## src/design/ccal_pkg.sv

```systemverilog
package ccal_pkg;

    // Field widths of the time and date
    localparam int SEC_W   = 6;
    localparam int MIN_W   = 6;
    localparam int HOUR_W  = 5;
    localparam int DAY_W   = 5;
    localparam int MONTH_W = 4;
    localparam int YEAR_W  = 14;
    localparam int CAL_W   = SEC_W + MIN_W + HOUR_W + DAY_W + MONTH_W + YEAR_W;

    // Stream widths, padded to whole bytes
    localparam int IN_DATA_W  = 40;
    localparam int OUT_DATA_W = 48;

    // Configuration port
    localparam int ADDR_W = 5;
    localparam int DATA_W = 32;

    // Time and date, second in the lowest bits
    typedef struct packed {
        logic [YEAR_W-1:0]  year;
        logic [MONTH_W-1:0] month;
        logic [DAY_W-1:0]   day;
        logic [HOUR_W-1:0]  hour;
        logic [MIN_W-1:0]   minute;
        logic [SEC_W-1:0]   second;
    } cal_t;

    // Register indexes (byte address is 4 * index)
    typedef enum logic [2:0] {
        REG_PRESCALE     = 3'd0,
        REG_ALARM_EN     = 3'd1,
        REG_ALARM_MINUTE = 3'd2,
        REG_ALARM_HOUR   = 3'd3,
        REG_ALARM_DAY    = 3'd4,
        REG_ALARM_MONTH  = 3'd5
    } reg_idx_t;

    // Reset values
    localparam logic [7:0]         RST_PRESCALE     = 8'd20;
    localparam logic [MIN_W-1:0]   RST_ALARM_MINUTE = 6'd59;
    localparam logic [HOUR_W-1:0]  RST_ALARM_HOUR   = 5'd23;
    localparam logic [DAY_W-1:0]   RST_ALARM_DAY    = 5'd28;
    localparam logic [MONTH_W-1:0] RST_ALARM_MONTH  = 4'd2;

    localparam logic [SEC_W-1:0]   RST_SEC   = 6'd56;
    localparam logic [MIN_W-1:0]   RST_MIN   = 6'd58;
    localparam logic [HOUR_W-1:0]  RST_HOUR  = 5'd23;
    localparam logic [DAY_W-1:0]   RST_DAY   = 5'd28;
    localparam logic [MONTH_W-1:0] RST_MONTH = 4'd2;
    localparam logic [YEAR_W-1:0]  RST_YEAR  = 14'd2016;

    // Rollover points
    localparam logic [SEC_W-1:0]   SEC_LAST   = 6'd59;
    localparam logic [MIN_W-1:0]   MIN_LAST   = 6'd59;
    localparam logic [HOUR_W-1:0]  HOUR_LAST  = 5'd23;
    localparam logic [MONTH_W-1:0] MONTH_LAST = 4'd12;
    localparam logic [MONTH_W-1:0] MONTH_FEB  = 4'd2;
    localparam logic [YEAR_W-1:0]  YEAR_LAST  = 14'd9999;

    // Divide by 100 as multiply by 5243 / 2^19, exact for all 14-bit years
    localparam int RECIP_100 = 5243;
    localparam int RECIP_SH  = 19;
    localparam int PROD_W    = 27;

    // Gregorian leap year rule
    function automatic logic is_leap(input logic [YEAR_W-1:0] y);
        logic [PROD_W-1:0] prod;
        logic [7:0]        cent;
        logic [YEAR_W-1:0] rem;
        prod = PROD_W'(y) * PROD_W'(RECIP_100);
        cent = prod[PROD_W-1:RECIP_SH];
        rem  = y - YEAR_W'(YEAR_W'(cent) * YEAR_W'(100));
        if (rem == '0)
            is_leap = (cent[1:0] == 2'b00);
        else
            is_leap = (y[1:0] == 2'b00);
    endfunction

    // Month length; codes outside 1..12 count as 31 days
    function automatic logic [DAY_W-1:0] month_len(input logic [MONTH_W-1:0] m,
                                                  input logic leap);
        unique case (m)
            4'd2:                   month_len = leap ? 5'd29 : 5'd28;
            4'd4, 4'd6, 4'd9, 4'd11: month_len = 5'd30;
            default:                month_len = 5'd31;
        endcase
    endfunction

endpackage

```

## src/design/calendar_clock_with_alarm_unit.sv

```systemverilog
// Calendar clock with alarm.
//
// Input stream (s_axis_*): each item is a base tick (tuser = 0) or a load of
// a new time and date (tuser = 1). A tick steps an 8-bit prescaler; when its
// new count exceeds the prescale limit it clears and the seconds advance,
// carrying through minutes, hours, days (Gregorian month length), months and
// years (9999 wraps to 0). A load sets all fields as given and clears the
// prescaler.
// Output stream (m_axis_*): one item per input item, the time and date after
// it plus the alarm match flag (enable set and minute, hour, day, month equal
// the alarm registers).
// Throughput is one item per clock unless the skid register is full; each item's
// result is registered in the output register, or in the skid register on a stall.
// The carry chain is a single combinational pass from the calendar registers into it.
// An output register plus a skid register sit on the result side: when the
// receiver stalls, one more item is taken into the skid register and then
// s_axis_tready drops until the output drains.
// Reset (rst_n, asynchronous) sets the clock to 23:58:56 on Feb 28 2016, the
// prescaler to zero, the configuration registers to their documented defaults and
// the valid flags low; the APB port writes registers at 4 * index.
module calendar_clock_with_alarm_unit (
    input  logic                                clk,
    input  logic                                rst_n,

    input  logic                                s_axis_tvalid,
    output logic                                s_axis_tready,
    // set_second, set_minute, set_hour, set_day, set_month, set_year
    input  logic [ccal_pkg::IN_DATA_W-1:0]      s_axis_tdata,
    // cmd
    input  logic                                s_axis_tuser,

    output logic                                m_axis_tvalid,
    input  logic                                m_axis_tready,
    // second, minute, hour, day, month, year, alarm_match, zero pad
    output logic [ccal_pkg::OUT_DATA_W-1:0]     m_axis_tdata,

    input  logic                                psel,
    input  logic                                penable,
    input  logic                                pwrite,
    input  logic [ccal_pkg::ADDR_W-1:0]         paddr,
    input  logic [ccal_pkg::DATA_W-1:0]         pwdata,
    output logic [ccal_pkg::DATA_W-1:0]         prdata,
    output logic                                pready
);

    localparam int RES_W = ccal_pkg::CAL_W + 1;

    // Configuration registers
    logic [7:0]                       prescale_reg;
    logic                             alarm_en_reg;
    logic [ccal_pkg::MIN_W-1:0]       alarm_minute_reg;
    logic [ccal_pkg::HOUR_W-1:0]      alarm_hour_reg;
    logic [ccal_pkg::DAY_W-1:0]       alarm_day_reg;
    logic [ccal_pkg::MONTH_W-1:0]     alarm_month_reg;

    // Clock state
    logic [7:0]                       tick_reg, tick_next;
    ccal_pkg::cal_t                   cal_reg, cal_next;

    // Result path
    logic                             out_valid_reg, skid_valid_reg;
    logic [RES_W-1:0]                 out_data_reg, skid_data_reg;
    logic [RES_W-1:0]                 result;
    logic                             alarm_hit;

    logic                             s_fire;
    logic                             cfg_we;
    ccal_pkg::reg_idx_t               cfg_idx;

    assign s_axis_tready = !skid_valid_reg;
    assign s_fire        = s_axis_tvalid && s_axis_tready;
    assign pready        = 1'b1;
    assign cfg_we        = psel && penable && pwrite && pready;
    assign cfg_idx       = ccal_pkg::reg_idx_t'(paddr[4:2]);

    // Register writes
    always_ff @(posedge clk or negedge rst_n)
    begin
        if (!rst_n)
        begin
            prescale_reg     <= ccal_pkg::RST_PRESCALE;
            alarm_en_reg     <= 1'b0;
            alarm_minute_reg <= ccal_pkg::RST_ALARM_MINUTE;
            alarm_hour_reg   <= ccal_pkg::RST_ALARM_HOUR;
            alarm_day_reg    <= ccal_pkg::RST_ALARM_DAY;
            alarm_month_reg  <= ccal_pkg::RST_ALARM_MONTH;
        end
        else if (cfg_we)
        begin
            unique case (cfg_idx)
                ccal_pkg::REG_PRESCALE:     prescale_reg     <= pwdata[7:0];
                ccal_pkg::REG_ALARM_EN:     alarm_en_reg     <= pwdata[0];
                ccal_pkg::REG_ALARM_MINUTE: alarm_minute_reg <= pwdata[5:0];
                ccal_pkg::REG_ALARM_HOUR:   alarm_hour_reg   <= pwdata[4:0];
                ccal_pkg::REG_ALARM_DAY:    alarm_day_reg    <= pwdata[4:0];
                ccal_pkg::REG_ALARM_MONTH:  alarm_month_reg  <= pwdata[3:0];
                default:                    ;
            endcase
        end
    end

    // Register reads
    always_comb
    begin
        unique case (cfg_idx)
            ccal_pkg::REG_PRESCALE:     prdata = 32'(prescale_reg);
            ccal_pkg::REG_ALARM_EN:     prdata = 32'(alarm_en_reg);
            ccal_pkg::REG_ALARM_MINUTE: prdata = 32'(alarm_minute_reg);
            ccal_pkg::REG_ALARM_HOUR:   prdata = 32'(alarm_hour_reg);
            ccal_pkg::REG_ALARM_DAY:    prdata = 32'(alarm_day_reg);
            ccal_pkg::REG_ALARM_MONTH:  prdata = 32'(alarm_month_reg);
            default:                    prdata = '0;
        endcase
    end

    // Prescaler and carry chain for one item
    always_comb
    begin
        logic [7:0]                   tick_inc;
        logic [ccal_pkg::DAY_W:0]     day_inc;
        logic [ccal_pkg::MONTH_W-1:0] month_inc;
        logic [ccal_pkg::DAY_W-1:0]   dim;

        tick_inc  = tick_reg + 8'd1;
        day_inc   = {1'b0, cal_reg.day} + 6'd1;
        month_inc = cal_reg.month + 4'd1;
        dim       = ccal_pkg::month_len(cal_reg.month, ccal_pkg::is_leap(cal_reg.year));
        tick_next = tick_reg;
        cal_next  = cal_reg;

        if (s_fire)
        begin
            if (s_axis_tuser)
            begin
                cal_next  = ccal_pkg::cal_t'(s_axis_tdata[ccal_pkg::CAL_W-1:0]);
                tick_next = '0;
            end
            else if (tick_inc > prescale_reg)
            begin
                tick_next = '0;
                if (cal_reg.second >= ccal_pkg::SEC_LAST)
                begin
                    cal_next.second = '0;
                    if (cal_reg.minute >= ccal_pkg::MIN_LAST)
                    begin
                        cal_next.minute = '0;
                        if (cal_reg.hour >= ccal_pkg::HOUR_LAST)
                        begin
                            cal_next.hour = '0;
                            // day rollover into month and year
                            if (day_inc > {1'b0, dim})
                            begin
                                cal_next.day = 5'd1;
                                if (month_inc > ccal_pkg::MONTH_LAST)
                                begin
                                    cal_next.month = 4'd1;
                                    cal_next.year  = (cal_reg.year >= ccal_pkg::YEAR_LAST) ?
                                                     '0 : cal_reg.year + 14'd1;
                                end
                                else
                                begin
                                    cal_next.month = month_inc;
                                end
                            end
                            else
                            begin
                                cal_next.day = day_inc[ccal_pkg::DAY_W-1:0];
                            end
                        end
                        else
                        begin
                            cal_next.hour = cal_reg.hour + 5'd1;
                        end
                    end
                    else
                    begin
                        cal_next.minute = cal_reg.minute + 6'd1;
                    end
                end
                else
                begin
                    cal_next.second = cal_reg.second + 6'd1;
                end
            end
            else
            begin
                tick_next = tick_inc;
            end
        end
    end

    // Alarm compare on the updated time
    assign alarm_hit = alarm_en_reg &&
                       (cal_next.minute == alarm_minute_reg) &&
                       (cal_next.hour   == alarm_hour_reg) &&
                       (cal_next.day    == alarm_day_reg) &&
                       (cal_next.month  == alarm_month_reg);
    assign result = {alarm_hit, cal_next};

    // Clock state registers
    always_ff @(posedge clk or negedge rst_n)
    begin
        if (!rst_n)
        begin
            tick_reg <= '0;
            cal_reg  <= '{year:   ccal_pkg::RST_YEAR,
                          month:  ccal_pkg::RST_MONTH,
                          day:    ccal_pkg::RST_DAY,
                          hour:   ccal_pkg::RST_HOUR,
                          minute: ccal_pkg::RST_MIN,
                          second: ccal_pkg::RST_SEC};
        end
        else
        begin
            tick_reg <= tick_next;
            cal_reg  <= cal_next;
        end
    end

    // Output register with skid stage
    always_ff @(posedge clk or negedge rst_n)
    begin
        if (!rst_n)
        begin
            out_valid_reg  <= 1'b0;
            skid_valid_reg <= 1'b0;
        end
        else if (!out_valid_reg || m_axis_tready)
        begin
            out_valid_reg  <= skid_valid_reg || s_fire;
            skid_valid_reg <= 1'b0;
        end
        else if (s_fire)
        begin
            skid_valid_reg <= 1'b1;
        end
    end

    always_ff @(posedge clk)
    begin
        if (!out_valid_reg || m_axis_tready)
        begin
            out_data_reg <= skid_valid_reg ? skid_data_reg : result;
        end
        else if (s_fire)
        begin
            skid_data_reg <= result;
        end
    end

    assign m_axis_tvalid = out_valid_reg;
    assign m_axis_tdata  = ccal_pkg::OUT_DATA_W'(out_data_reg);

    // Checks
    a_skid_needs_out: assert property (@(posedge clk) disable iff (!rst_n)
        skid_valid_reg |-> out_valid_reg)
        else $error("skid register holds an item while output is empty");

    a_stall_holds: assert property (@(posedge clk) disable iff (!rst_n)
        (out_valid_reg && !m_axis_tready) |=> (out_valid_reg && $stable(out_data_reg)))
        else $error("stalled result changed");

    a_load_clears_tick: assert property (@(posedge clk) disable iff (!rst_n)
        (s_fire && s_axis_tuser) |=> (tick_reg == '0))
        else $error("load did not clear prescaler");

    a_load_sets_time: assert property (@(posedge clk) disable iff (!rst_n)
        (s_fire && s_axis_tuser) |=>
        (cal_reg == $past(s_axis_tdata[ccal_pkg::CAL_W-1:0])))
        else $error("load did not set time and date");

    a_no_accept_when_full: assert property (@(posedge clk) disable iff (!rst_n)
        (skid_valid_reg && out_valid_reg && !m_axis_tready) |=> skid_valid_reg)
        else $error("skid item dropped under stall");

endmodule
```

## config.mk

```make
export PLATFORM = sky130hd
export DESIGN_NAME = calendar_clock_with_alarm_unit
export DESIGN_NICKNAME = d
export VERILOG_FILES = /design/src/design/ccal_pkg.sv /design/src/design/calendar_clock_with_alarm_unit.sv
export SDC_FILE = /design/constraint.sdc
export NUM_CORES = 1
export LEC_CHECK = 0
export BUFFER_PORTS_ARGS = -buffer_cell sky130_fd_sc_hd__buf_2
export CAP_MARGIN = 0
export CORE_ASPECT_RATIO = 0.6
export CORE_MARGIN = 3
export CORE_UTILIZATION = 60
export CTS_CLUSTER_SIZE = 12
export DETAILED_ROUTE_END_ITERATION = 8
export PLACE_DENSITY = 0.82
export SETUP_SLACK_MARGIN = 0.2
export SLEW_MARGIN = 20
export SYNTH_ARGS = -nofsm -noshare
export SYNTH_HDL_FRONTEND = slang
export SYNTH_SLANG_ARGS = --single-unit
```

## constraint.sdc

```tcl
create_clock -name clk -period 24.4 [get_ports clk]
set_clock_uncertainty 0.2 [all_clocks]
set_input_delay 2.44 -clock clk [delete_from_list [all_inputs] [get_ports clk]]
set_output_delay 2.44 -clock clk [all_outputs]
set_load 0.05 [all_outputs]
```

# Word level (Yosys, flattened, before mapping)
# Cells that the tools add are included.
word_totals:
  reg_bits: 161
  input_bits: 85
  output_inout_bits: 83
classes:
  add_sub_neg: 8
  mul: 2
  order_cmp: 7
  n_eq_ne: 14
  n_mux: 23
  n_bitwise: 1
  reduce_logical: 24
op_table:
  columns: ["operator", "count"]
  rows:
  - ["two-way mux 40 bit", 3]
  - ["case mux 8 bit (6 select lines)", 1]
  - ["two-way mux 41 bit", 1]
  - ["two-way mux 34 bit", 1]
  - ["two-way mux 14 bit", 2]
  - ["two-way mux 28 bit", 1]
  - ["multiplier 14 x 13 -> 27 bit, second input constant", 1]
  - ["two-way mux 23 bit", 1]
  - ["two-way mux 18 bit", 1]
  - ["two-way mux 8 bit", 2]
  - ["adder 14 x 1 -> 14 bit, second input constant", 1]
  - ["greater-or-equal comparator 14 bit, second input constant", 1]
  - ["zero test 14 bit", 1]
  - ["AND reduction 2 bit", 7]
  - ["subtractor 14 bit", 1]
  - ["adder 6 x 1 -> 6 bit, second input constant", 2]
  - ["greater-or-equal comparator 6 bit, second input constant", 2]
  - ["multiplier 8 x 5 -> 12 bit, second input constant", 1]
  - ["two-way mux 6 bit", 2]
  - ["== test 5 bit", 2]
  - ["two-way mux 5 bit", 2]
  - ["adder 8 x 1 -> 8 bit, second input constant", 1]
  - ["== test 4 x 3 -> 1 bit, second input constant", 2]
  - ["== test 4 bit, second input constant", 2]
  - ["24 further kinds", 38]

# Logic depth before layout (Yosys ltp)
logic_depth:
  depth_word: 21
  mapped_depth: 50
  mapped_depth_nobuf: 47

# Least setup slack after synthesis
# No wires, ideal clock.
synth_path:
  path_kind: "register -> register"
  startpoint: "register cal_reg[37] (netlist bit)"
  endpoint: "register out_data_reg[34] (data pin)"
  setup_time_ns: 0.260
  arrival_time_ns: 10.434
  t_required_ns: 23.940
  setup_slack_ns: 13.507
  path_stages_with_launch: 49
  n_path_buf: 2
  path_cell_list: "dfrtp_1 > fa_1 > ha_1 > inv_1 > fa_1 > inv_1 > fa_1 > inv_1 > fa_1 > inv_1 > ha_1 > a21oi_1 > o21ai_0 > a32oi_1 > a21boi_0 > or2_2 > xnor2_1 > inv_1 > [... 13 more ...] > a21boi_0 > nand3_1 > a2111oi_0 > o21ai_0 > nor4_1 > a31oi_1 > ha_1 > nand2_1 > o211ai_1 > o21ai_1 > nand4_1 > a211oi_1 > or2_0 > buf_2 > buf_2 > o21a_1 > o22ai_1 > mux2_2"
synth_rtl:
  columns: ["element", "line", "source"]
  rows:
  - ["from (decl)", "calendar_clock_with_alarm_unit.sv:58", "ccal_pkg::cal_t cal_reg, cal_next;"]
  - ["from (signal assigned)", "calendar_clock_with_alarm_unit.sv:206", "cal_reg <= '{year: ccal_pkg::RST_YEAR,"]
  - ["from (signal assigned)", "calendar_clock_with_alarm_unit.sv:216", "cal_reg <= cal_next;"]
  - ["to (signal assigned)", "calendar_clock_with_alarm_unit.sv:243", "out_data_reg <= skid_valid_reg ? skid_data_reg : result;"]
  - ["to (decl)", "calendar_clock_with_alarm_unit.sv:62", "logic [RES_W-1:0] out_data_reg, skid_data_reg;"]

==> results.json <==
{
  "tightest_slew_ns": 1.13,
  "mostFrequentLayoutCells": "ha_1, inv_1, buf_2, nand2_1, edfxtp_1",
  "synth.distinct_cells": 89,
  "synthCells": 1308,
  "syn_to_final_growth_pct": 9.37,
  "status": "finished clean",
  "finalSetupTns_ns": 0,
  "grt_max_degree": 52,
  "cts_hold_buffers": 0,
  "dr.first_iter.drc_count": 1250,
  "synthFlopType": "edfxtp_1",
  "initial_core_util": 0.624,
  "clk_pin_slew_ns": 0.07,
  "layout_commonest_cell": "ha_1",
  "slew_violations": 0,
  "netlist_area_um2": 13400,
  "antenna_found_initial": 1,
  "yosysTopAreaCellShare": 0.184,
  "root_buffer": "clkbuf_16",
  "grt_pass1_vias": 10100,
  "slowest_delay_ns": 0.88,
  "cts_tree": "done",
  "maxSlewHeadroom": 0.239,
  "clock_sinks": 161,
  "postCtsSetupRepairBufs": 0,
  "yosysSeqAreaShare": 0.334,
  "ctsResizeCount": 0,
  "grt_pass1_wl_um": 57000,
  "critPathRequiredTime_ns": 24.39,
  "synth.avg_cell_area_um2": 10.3,
  "drive_gt1_frac": 0.190,
  "post-dp-hpwl_um": 28700,
  "period_needed_ns": 14.44,
  "critical_path_class": "reg2reg",
  "drtAntennaViolNets": 0,
  "end_kind": "register",
  "fp.dieH_um": 122,
  "grt-ovfl-total": 0,
  "fin_util": 0.682,
  "antenna_cells": 0,
  "ys_warn_count": 0,
  "rrSetupSlack_ns": 9.96,
  "cts_max_level": 4,
  "die-area_um2": 24200,
  "synth-seq-cells": 161,
  "die-width_um": 199,
  "synth_top_cell_by_area": "edfxtp_1",
  "max_clock_freq_ghz": 0.0693,
  "pin_count": 168,
  "core_area_um2": 21500,
  "via_per_inst": 6.27,
  "drt_pass1_iterations": 5,
  "worst_ep_arrival_time_ns": 14.43,
  "port_buffers": 109,
  "rsz0062_at_grt": "false",
  "grt_use_total": 0.312,
  "start_kind": "register",
  "critPathSlowestCell": "or2_0",
  "wl_per_cell_um": 21.9,
  "cap_violations": 0,
  "hold_viol": 0,
  "hp-class": "reg2reg",
  "rows": 41,
  "async_flop_share": 0.491,
  "clock_path_buffers": 2,
  "critPathMaxFanout": 14,
  "gp_congestion": 1.02,
  "finalSetupViolCount": 0,
  "numCtsBuffers": 17,
  "clock_latency_ns": 0.44,
  "fin_crit_sh": 0.592,
  "synth_area_leaders": "edfxtp_1, ha_1, fa_1, dfrtp_1, dfstp_2",
  "synth_edf_count": 82,
  "drc": 0,
  "wl_um": 37200,
  "vias": 10700,
  "fin_nets": 1726
}
-- worst max-delay path, delay by kind of cell (launching register included) --
family | cells | cell delay [ns]
adder cells (fa/ha/maj) | 12 | 4.83
multiplexers | 1 | 0.35
AO/OA/AOI/OAI | 16 | 4.29
AND/OR/NAND/NOR | 8 | 2.61
flip-flops | 1 | 0.75
XOR/XNOR | 2 | 0.51
buffers and inverters | 7 | 0.63
-- routing by layer --
| metal | wire length [um] | GRT usage |
|---|---|---|
| met5 | 11 | 0 |
| met3 | 5130 | 0.132 |
| met2 | 14400 | 0.402 |
| met1 | 17300 | 0.486 |
| met4 | 350 | 0.0544 |
-- path summary, 6_finish.rpt --
kind	from	end	cells past startpoint
min in group asynchronous	rst_n	cal_reg[18]	1
worst min register to register	tick_reg[7]	tick_reg[7]	1
worst min-delay path	tick_reg[7]	tick_reg[7]	1
worst max-delay path	cal_reg[30]	out_data_reg[33]	46
max in group asynchronous	rst_n	alarm_month_reg[2]	2
worst max register to register	cal_reg[30]	out_data_reg[33]	46
-- per-stage QoR --
| step | setup WS [ns] | instance area [um^2] | cells | hold WS (ns) |
|---|---|---|---|---|
| after detailed placement | 10.46 | 14100 | 1668 | 0.307 |
| after CTS | 10.40 | 14700 | 1700 | 0.323 |
| after floorplan | 13.51 | 13500 | 1338 | 0.285 |
| final | 9.96 | 14700 | 1700 | 0.327 |
| after global placement | 10.81 | 14100 | 1668 | 0.299 |
| after global routing | 9.23 | 14700 | 1700 | 0.344 |
-- cells by family (layout without fill, tap and decap cells) --
kind of cell    after synthesis  count (layout)  share of synthesized area
other cells                   2              32                   0.000560
compound gates              272             272                      0.139
buf+inv                     224             307                     0.0744
flops                       161             161                      0.334
xor+xnor                     40              40                     0.0261
mux                          71              71                     0.0586
simple gates                305             305                      0.113
fa+ha+maj                   233             233                      0.254
-- Yosys cell counts, types with 5 or more instances --
| master | n |
|---|---|
| buf_4 | 32 |
| nor4_1 | 12 |
| a21o_1 | 11 |
| o2111ai_1 | 5 |
| edfxtp_1 | 82 |
| a32o_1 | 7 |
| o21ai_0 | 54 |
| nand2_1 | 90 |
| xnor2_1 | 25 |
| inv_1 | 155 |
| nor2_1 | 62 |
| mux2i_1 | 11 |
| o311ai_0 | 5 |
| ha_1 | 167 |
| dfstp_2 | 36 |
| nor3_1 | 20 |
| nand3_1 | 37 |
| o21a_1 | 7 |
| xor2_1 | 15 |
| nor2b_1 | 10 |
| a21oi_1 | 65 |
| a211oi_1 | 10 |
| fa_1 | 66 |
| and3_1 | 16 |
| and2_1 | 5 |
| or2_2 | 5 |
| a22oi_1 | 7 |
| dfrtp_1 | 43 |
| a31oi_1 | 8 |
| o22ai_1 | 7 |
| clkbuf_1 | 25 |
| o31ai_1 | 18 |
| a22o_1 | 6 |
| nand4_1 | 12 |
| o211ai_1 | 12 |
| nand2b_1 | 12 |
| mux2_2 | 60 |
-- area by class of cell --
| class | instances | area [um^2] |
|---|---|---|
| multi-input combinational | 953 | 8060 |
| tap | 279 | 349 |
| sequential | 161 | 4480 |
| clock buffer | 18 | 429 |
| inverter | 156 | 586 |
| fill | 1647 | 6830 |
| timing repair buffer | 119 | 623 |
| clock inverter | 14 | 131 |
Power is left out: the tool's default activity adds up to more than one toggle a clock period on the data nets, which glitch-free logic cannot reach.
